File: src/design/lst_pkg.sv
// Shared types and constants for the latency statistics tracker.
// No dependencies; used by every module under design/.
package lst_pkg;

  // Window limit, widths, step counts and root seed
  localparam int unsigned CNT_W = 20;
  localparam logic [CNT_W-1:0] COUNT_LIMIT = 20'd1000000;
  localparam int unsigned DIV_STEPS = 64;
  localparam int unsigned ROOT_STEPS = 16;
  localparam logic [31:0] ROOT_SEED = 32'h4000_0000;

  // Input item kinds
  localparam logic KIND_SAMPLE = 1'b0;
  localparam logic KIND_CLEAR = 1'b1;

  // Input word
  typedef struct packed {
    logic        kind;
    logic [31:0] start_time;
    logic [31:0] stop_time;
  } lst_in_t;

  // Result word
  typedef struct packed {
    logic [31:0]      last_latency;
    logic [31:0]      min_latency;
    logic [31:0]      max_latency;
    logic [31:0]      mean_latency;
    logic [31:0]      jitter;
    logic [CNT_W-1:0] count;
  } lst_out_t;

  // Controller to datapath commands
  typedef struct packed {
    logic capture;
    logic clear;
    logic update;
    logic acc;
    logic reseed;
    logic reseed_sq;
    logic div_start;
    logic mean_load;
    logic mul_load;
    logic mul_mean;
    logic var_load;
    logic root_step;
    logic load_out;
  } lst_cmd_t;

  // Datapath to controller status
  typedef struct packed {
    logic is_clear;
    logic in_window;
    logic multi;
    logic div_busy;
    logic div_done;
    logic root_last;
  } lst_stat_t;

  // Divider status
  typedef struct packed {
    logic busy;
    logic done;
  } lst_div_stat_t;

endpackage

File: src/design/latency_statistics_tracker.sv
// Latency statistics tracker: takes one word at a time; the time a sample
// word takes from its acceptance to the next acceptance is set mostly by the
// 64-step shared divider (sum and square sum divided in parallel) and the
// 16-step root unit; the first sample of a window skips the root, a window
// rollover and a clear word skip both, and every word waits in its last state
// until the output register is free. Each word
// gives one result word, held in an output register so the result may wait
// while the next word is taken. Depends on lst_pkg, lst_ctrl, lst_datapath.
module latency_statistics_tracker (
  input  logic              clk,
  input  logic              rst,
  input  logic              in_valid,
  output logic              in_ready,
  input  lst_pkg::lst_in_t  in_data,
  output logic              out_valid,
  input  logic              out_ready,
  output lst_pkg::lst_out_t out_data
);

  lst_pkg::lst_cmd_t  cmd;
  lst_pkg::lst_stat_t stat;

  lst_ctrl u_ctrl (
    .clk       (clk),
    .rst       (rst),
    .in_valid  (in_valid),
    .in_ready  (in_ready),
    .out_valid (out_valid),
    .out_ready (out_ready),
    .stat      (stat),
    .cmd       (cmd)
  );

  lst_datapath u_dp (
    .clk      (clk),
    .rst      (rst),
    .in_data  (in_data),
    .cmd      (cmd),
    .stat     (stat),
    .out_data (out_data)
  );

`ifndef NO_ASSERTIONS
  // Only one word in flight
  a_one_word: assert property (@(posedge clk) disable iff (rst)
    in_valid && in_ready |=> !in_ready)
    else $error("word accepted while another is in flight");

  // Divider is never restarted while running
  a_div_start: assert property (@(posedge clk) disable iff (rst)
    cmd.div_start |-> !stat.div_busy)
    else $error("divider started while busy");

  // Empty window reports zero minimum
  a_empty_min: assert property (@(posedge clk) disable iff (rst)
    out_valid && out_data.count == '0 |-> out_data.min_latency == 32'd0)
    else $error("nonzero minimum with empty window");

  // Window count stays below the limit
  a_count_range: assert property (@(posedge clk) disable iff (rst)
    out_valid |-> out_data.count < lst_pkg::COUNT_LIMIT)
    else $error("window count reached limit");
`endif

endmodule

File: src/design/lst_div.sv
// Two-lane restoring divider, 64-bit dividends by a shared 20-bit divisor.
// One quotient bit per lane per cycle. Depends on lst_pkg.
module lst_div (
  input  logic                        clk,
  input  logic                        rst,
  input  logic                        start,
  input  logic [63:0]                 dividend_a,
  input  logic [63:0]                 dividend_b,
  input  logic [lst_pkg::CNT_W-1:0]   divisor,
  output logic [63:0]                 quotient_a,
  output logic [63:0]                 quotient_b,
  output lst_pkg::lst_div_stat_t      stat
);

  logic [lst_pkg::CNT_W-1:0] rem_a;
  logic [lst_pkg::CNT_W-1:0] rem_b;
  logic [lst_pkg::CNT_W-1:0] dvs;
  logic [5:0]                cnt;
  logic                      busy;
  logic                      done;

  logic [lst_pkg::CNT_W:0]   trial_a;
  logic [lst_pkg::CNT_W:0]   trial_b;
  logic                      fit_a;
  logic                      fit_b;

  // Shift in the next dividend bit and try the subtract
  always_comb begin
    trial_a = {rem_a, quotient_a[63]};
    trial_b = {rem_b, quotient_b[63]};
    fit_a   = trial_a >= {1'b0, dvs};
    fit_b   = trial_b >= {1'b0, dvs};
  end

  always_ff @(posedge clk) begin
    if (rst) begin
      busy <= 1'b0;
      done <= 1'b0;
      cnt  <= '0;
    end else begin
      done <= 1'b0;
      if (start) begin
        busy <= 1'b1;
        cnt  <= '0;
      end else if (busy) begin
        cnt <= cnt + 6'd1;
        if (cnt == 6'(lst_pkg::DIV_STEPS - 1)) begin
          busy <= 1'b0;
          done <= 1'b1;
        end
      end
    end
  end

  // Quotient bits shift into the dividend registers
  always_ff @(posedge clk) begin
    if (start) begin
      rem_a      <= '0;
      rem_b      <= '0;
      dvs        <= divisor;
      quotient_a <= dividend_a;
      quotient_b <= dividend_b;
    end else if (busy) begin
      rem_a      <= fit_a ? lst_pkg::CNT_W'(trial_a - {1'b0, dvs})
                          : trial_a[lst_pkg::CNT_W-1:0];
      rem_b      <= fit_b ? lst_pkg::CNT_W'(trial_b - {1'b0, dvs})
                          : trial_b[lst_pkg::CNT_W-1:0];
      quotient_a <= {quotient_a[62:0], fit_a};
      quotient_b <= {quotient_b[62:0], fit_b};
    end
  end

  assign stat.busy = busy;
  assign stat.done = done;

endmodule

File: src/design/lst_datapath.sv
// Datapath: statistic registers, shared multiplier, divider, root unit and
// result register. Depends on lst_pkg and lst_div.
module lst_datapath (
  input  logic                clk,
  input  logic                rst,
  input  lst_pkg::lst_in_t    in_data,
  input  lst_pkg::lst_cmd_t   cmd,
  output lst_pkg::lst_stat_t  stat,
  output lst_pkg::lst_out_t   out_data
);

  // Captured sample
  logic                      kind;
  logic [31:0]               elapsed;

  // Statistics state
  logic [31:0]               last_value;
  logic [31:0]               min_value;
  logic [31:0]               max_value;
  logic [31:0]               mean_value;
  logic [31:0]               jitter_value;
  logic [lst_pkg::CNT_W-1:0] sample_total;
  logic [63:0]               sum_acc;
  logic [63:0]               square_sum_acc;

  // Working registers
  logic [63:0]               prod;
  logic [63:0]               rem;
  logic [31:0]               root;
  logic [31:0]               rbit;
  logic [3:0]                rcnt;

  logic [63:0]               quot_a;
  logic [63:0]               quot_b;
  lst_pkg::lst_div_stat_t    div_stat;

  logic [31:0]               mul_op;
  logic [32:0]               trial;
  logic                      fit;
  logic [31:0]               root_next;

  lst_div u_div (
    .clk        (clk),
    .rst        (rst),
    .start      (cmd.div_start),
    .dividend_a (sum_acc),
    .dividend_b (square_sum_acc),
    .divisor    (sample_total),
    .quotient_a (quot_a),
    .quotient_b (quot_b),
    .stat       (div_stat)
  );

  // Multiplier operand select and root step: try root + bit against the remainder
  always_comb begin
    mul_op    = cmd.mul_mean ? mean_value : elapsed;
    trial     = {1'b0, root} + {1'b0, rbit};
    fit       = rem >= {31'b0, trial};
    root_next = fit ? ((root >> 1) + rbit) : (root >> 1);
  end

  // Input capture
  always_ff @(posedge clk) begin
    if (cmd.capture) begin
      kind    <= in_data.kind;
      elapsed <= in_data.stop_time - in_data.start_time;
    end
  end

  // Statistics state
  always_ff @(posedge clk) begin
    if (rst || cmd.clear) begin
      last_value     <= '0;
      min_value      <= '1;
      max_value      <= '0;
      mean_value     <= '0;
      jitter_value   <= '0;
      sample_total   <= '0;
      sum_acc        <= '0;
      square_sum_acc <= '0;
    end else begin
      if (cmd.update) begin
        last_value   <= elapsed;
        sample_total <= sample_total + 1'b1;
        if (elapsed < min_value) begin
          min_value <= elapsed;
        end
        if (elapsed > max_value) begin
          max_value <= elapsed;
        end
      end
      if (cmd.acc) begin
        sum_acc        <= sum_acc + {32'b0, elapsed};
        square_sum_acc <= square_sum_acc + prod;
      end
      if (cmd.reseed) begin
        sum_acc      <= {32'b0, mean_value};
        sample_total <= lst_pkg::CNT_W'(1);
      end
      if (cmd.reseed_sq) begin
        square_sum_acc <= prod;
      end
      if (cmd.mean_load) begin
        mean_value <= quot_a[31:0];
      end
      if (cmd.root_step && rcnt == 4'(lst_pkg::ROOT_STEPS - 1)) begin
        jitter_value <= root_next;
      end
    end
  end

  // Shared multiplier and root unit
  always_ff @(posedge clk) begin
    if (cmd.mul_load) begin
      prod <= {32'b0, mul_op} * {32'b0, mul_op};
    end
    if (cmd.var_load) begin
      rem  <= quot_b - prod;
      root <= '0;
      rbit <= lst_pkg::ROOT_SEED;
      rcnt <= '0;
    end else if (cmd.root_step) begin
      if (fit) begin
        rem <= rem - {31'b0, trial};
      end
      root <= root_next;
      rbit <= rbit >> 2;
      rcnt <= rcnt + 4'd1;
    end
  end

  // Result register
  always_ff @(posedge clk) begin
    if (cmd.load_out) begin
      out_data.last_latency <= last_value;
      out_data.min_latency  <= (sample_total == '0) ? 32'd0 : min_value;
      out_data.max_latency  <= max_value;
      out_data.mean_latency <= mean_value;
      out_data.jitter       <= jitter_value;
      out_data.count        <= sample_total;
    end
  end

  // Status
  always_comb begin
    stat.is_clear  = kind == lst_pkg::KIND_CLEAR;
    stat.in_window = (sample_total < lst_pkg::COUNT_LIMIT) && (sample_total != '0);
    stat.multi     = sample_total > lst_pkg::CNT_W'(1);
    stat.div_busy  = div_stat.busy;
    stat.div_done  = div_stat.done;
    stat.root_last = rcnt == 4'(lst_pkg::ROOT_STEPS - 1);
  end

endmodule

File: src/design/lst_ctrl.sv
// Controller: sequences one word at a time through clear or update, reseed,
// divide and root steps and owns both handshakes. Depends on lst_pkg.
module lst_ctrl (
  input  logic                clk,
  input  logic                rst,
  input  logic                in_valid,
  output logic                in_ready,
  output logic                out_valid,
  input  logic                out_ready,
  input  lst_pkg::lst_stat_t  stat,
  output lst_pkg::lst_cmd_t   cmd
);

  typedef enum logic [3:0] {
    ST_IDLE,
    ST_START,
    ST_BRANCH,
    ST_RESEED,
    ST_DSTART,
    ST_DIV,
    ST_MSQ,
    ST_VAR,
    ST_ROOT,
    ST_DONE
  } state_t;

  state_t state;
  state_t state_next;
  logic   out_free;

  assign in_ready = state == ST_IDLE;
  assign out_free = !out_valid || out_ready;

  // Commands and next state
  always_comb begin
    cmd        = '0;
    state_next = state;
    case (state)
      ST_IDLE: begin
        cmd.capture = in_valid;
        if (in_valid) begin
          state_next = ST_START;
        end
      end
      ST_START: begin
        if (stat.is_clear) begin
          cmd.clear  = 1'b1;
          state_next = ST_DONE;
        end else begin
          cmd.update   = 1'b1;
          cmd.mul_load = 1'b1;
          state_next   = ST_BRANCH;
        end
      end
      ST_BRANCH: begin
        if (stat.in_window) begin
          cmd.acc    = 1'b1;
          state_next = ST_DSTART;
        end else begin
          cmd.reseed   = 1'b1;
          cmd.mul_load = 1'b1;
          cmd.mul_mean = 1'b1;
          state_next   = ST_RESEED;
        end
      end
      ST_RESEED: begin
        cmd.reseed_sq = 1'b1;
        state_next    = ST_DONE;
      end
      ST_DSTART: begin
        cmd.div_start = 1'b1;
        state_next    = ST_DIV;
      end
      ST_DIV: begin
        if (stat.div_done) begin
          cmd.mean_load = 1'b1;
          state_next    = stat.multi ? ST_MSQ : ST_DONE;
        end
      end
      ST_MSQ: begin
        cmd.mul_load = 1'b1;
        cmd.mul_mean = 1'b1;
        state_next   = ST_VAR;
      end
      ST_VAR: begin
        cmd.var_load = 1'b1;
        state_next   = ST_ROOT;
      end
      ST_ROOT: begin
        cmd.root_step = 1'b1;
        if (stat.root_last) begin
          state_next = ST_DONE;
        end
      end
      ST_DONE: begin
        cmd.load_out = out_free;
        if (out_free) begin
          state_next = ST_IDLE;
        end
      end
      default: begin
        state_next = ST_IDLE;
      end
    endcase
  end

  // State and output valid
  always_ff @(posedge clk) begin
    if (rst) begin
      state     <= ST_IDLE;
      out_valid <= 1'b0;
    end else begin
      state <= state_next;
      if (cmd.load_out) begin
        out_valid <= 1'b1;
      end else if (out_ready) begin
        out_valid <= 1'b0;
      end
    end
  end

endmodule
File: config.mk
export PLATFORM = sky130hd
export DESIGN_NAME = latency_statistics_tracker
export DESIGN_NICKNAME = d
export VERILOG_FILES = /design/src/design/lst_pkg.sv /design/src/design/latency_statistics_tracker.sv /design/src/design/lst_div.sv /design/src/design/lst_datapath.sv /design/src/design/lst_ctrl.sv
export SDC_FILE = /design/constraint.sdc
export NUM_CORES = 2
export LEC_CHECK = 0
export BUFFER_PORTS_ARGS = -buffer_cell sky130_fd_sc_hd__buf_4
export CORE_ASPECT_RATIO = 1.1
export CORE_MARGIN = 5
export CORE_UTILIZATION = 60
export DETAILED_ROUTE_END_ITERATION = 8
export PLACE_DENSITY = 0.77
export RECOVER_POWER = 50
export SETUP_SLACK_MARGIN = 0.3
export SYNTH_ARGS = -nofsm -noshare
export SYNTH_HDL_FRONTEND = slang
export SYNTH_HIERARCHICAL = 1
export SYNTH_SLANG_ARGS = --single-unit
File: constraint.sdc
create_clock -name clk -period 24.9 [get_ports clk]
set_input_delay 1.245 -clock clk [delete_from_list [all_inputs] [get_ports clk]]
set_output_delay 1.245 -clock clk [all_outputs]
set_load 0.1 [all_outputs]
==> reports/results.tsv <==
metric	value	unit
starting density of the core	0.602	
syn avg cell area	9.38	um^2
master of the slowest instance on the critical path	clkinv_1	
r2r worst-path depth	35	
post-route clock period utilization	0.542	
endpoint type of the worst setup path	flip-flop	
share of post-route cells with drive strength above 1	0.0638	
total number of clock tree sinks	901	
clock tree skew after final layout	0.0784	ns
antenna violations before repair	1	
Setup-failing EPs final	0	
number of port buffers	250	
count of vias placed by the detailed router	64500	
post-synthesis instance area	81800	um^2
critical path's largest stage delay	1.00	ns
Arr. time, crit path	13.92	ns
Worst Hold Class	flip-flop to flip-flop	
overall routed net length	231000	um
Inserted Clock Buffers	94	
Vias per Instance	6.06	
number of global-route vias before repair	65500	
Hold Path End	u_dp/out_data[51]	
H-Tree Depth	3	
post-cts sizing count	0	
Fin. Hold Viols	0	
Worst Hold Launch	u_dp/jitter_value[31]	
DP Cell Count	10500	
Filler Cell Count	11200	
most numerous cell on the critical path	fa_1	
Post-Layout Cell Count	10700	
metal1 wirelength	92900	um
Mapped Cells	8711	
Core Util, Final	0.647	
CP startpoint kind	flip-flop	
number of DRC markers in iteration 0	6021	
number of nets at the end of the flow	10300	
slew at the pin closest to its max-slew limit	6.88	ns
outcome	finished with violations	
warnings from Yosys	6	
detailed-placement wirelength estimate	177000	um
type of the setup path with the least slack	flip-flop to flip-flop	
failing checks	capacitance limit, slew limit	
1st-pass router iterations	6	
Total Die Area	144000	um^2
max-cap violations	11	
Max-slew headroom	-3.58	
maximum buffer depth of the clock tree	3	
insertion delay to the later sink of the worst-skew pair	0.74	ns
number of top-level design ports	251	
start of the worst register-to-register path	u_dp/sample_total[3]	
Die Span Y	397	um
Period minus WS final	13.49	ns
Worst Setup Slack post-DPL	12.45	ns
RSZ-0062 raised after global routing	false	
setup fix buffers added after clock tree synthesis	0	
Worst R2R End	u_dp/prod[56]	
first-pass GRT wire length	364000	um
total count of max-transition violations in the final report	708	
Die Wd	362	um
Worst R2R Setup Slack	11.41	ns
maximum fanout count along the critical path	40	
met2 wire len	108000	um
total track usage	0.319	
Total Neg Setup Slack	0	ns
post-layout worst setup margin	11.41	ns
routability congestion estimate from global placement	0.981	
buffer cell driving the clock tree root	clkbuf_16	
overflow left after global routing	0	
Worst Hold Path Cells	0	
mean routed wirelength per cell	21.7	um
drc violations	0	
area growth from synthesis to layout	7.40	%
hold-fix buffer count after cts	0	
largest net degree at the start of global routing	148	
met3 wire length	17600	um
uppermost layer routed	met4	
core box area	136000	um^2
Antenna Nets Post-Route	0	
Mapped Nets	10200	
Core Rows	142	
clock slew at the register clock pins of the worst setup and hold paths	0.06	ns
timing-limited maximum frequency	74.1	MHz
count of inserted antenna diode cells	0	
WP data required	25.33	ns
TritonCTS clock tree	done	
-- routing by layer --
metal  global-route usage  up-vias
met1                0.416    31600
met5                    0        -
met3               0.0481      633
met4                0.151        0
met2                0.526     2643
li1                     -    29600
-- layout make-up --
class	count	area, um^2	share of cell area
clock buffer	121	2590	0.0295
clock inverter	54	728	0.00829
inverter	1264	4750	0.0541
multi-input combinational	6169	52700	0.600
sequential	901	22900	0.261
tap	1800	2250	0.0257
timing repair buffer	341	1850	0.0210
-- cells in the final DEF, fill, tap and decap left out, types with 96 or more instances in the layout --
cell type / instances
inv_1: 1253
fa_1: 797
nor2_1: 711
nand2_1: 672
ha_1: 654
a21oi_1: 572
edfxtp_1: 488
dfxtp_1: 412
o21ai_0: 362
xnor2_1: 240
a21o_1: 231
clkbuf_1: 206
xor2_1: 192
nand3_1: 169
buf_4: 150
mux2_2: 148
mux2i_1: 139
nor3_1: 121
a31oi_1: 117
nand4_1: 103
clkbuf_16: 96
-- how the worst max path moves through the flow --
stage | start | endpoint | slack [ns] | cells past startpoint
global route | u_dp/sample_total[10] | u_dp/prod[56] | 10.82 | 35
finish | u_dp/sample_total[3] | u_dp/prod[56] | 11.41 | 35
global placement | u_dp/sample_total[14] | u_dp/prod[56] | 12.76 | 35
detailed placement | u_dp/sample_total[14] | u_dp/prod[56] | 12.45 | 36
CTS | u_dp/sample_total[14] | u_dp/prod[56] | 12.33 | 36
floorplan | u_dp/sample_total[3] | u_dp/prod[56] | 14.23 | 37
-- through the flow --
step | hold WS (ns) | area (um^2)
floorplan | 0.403 | 81800
global placement | 0.411 | 85200
detailed placement | 0.411 | 85200
CTS | 0.408 | 88600
global route | 0.425 | 87800
finish | 0.423 | 87800
-- worst max-delay path: cells and delay by family (launching register included) --
family                   cells  cell delay (ns)
buffers and inverters        5             2.59
AND/OR/NAND/NOR              8             2.55
flip-flops                   1             0.36
adder cells (fa/ha/maj)      9             4.16
XOR/XNOR                     2             0.27
AO/OA/AOI/OAI               10             2.49
multiplexers                 1             0.69
-- registers in the layout, summed over array words and instances (netlist names), 20 cells and up --
register	cells
u_dp/out_data	180
u_dp/rem	64
u_dp/square_sum_acc	64
u_dp/sum_acc	64
u_dp/u_div/quotient_a	64
u_dp/u_div/quotient_b	64
u_dp/prod	63
u_dp/elapsed	32
u_dp/jitter_value	32
u_dp/last_value	32
u_dp/max_value	32
u_dp/mean_value	32
u_dp/min_value	32
u_dp/root	32
u_dp/sample_total	20
u_dp/u_div/dvs	20
u_dp/u_div/rem_a	20
u_dp/u_div/rem_b	20
Power is left out: the tool's default activity adds up to more than one toggle a clock period on the data nets, which glitch-free logic cannot reach.
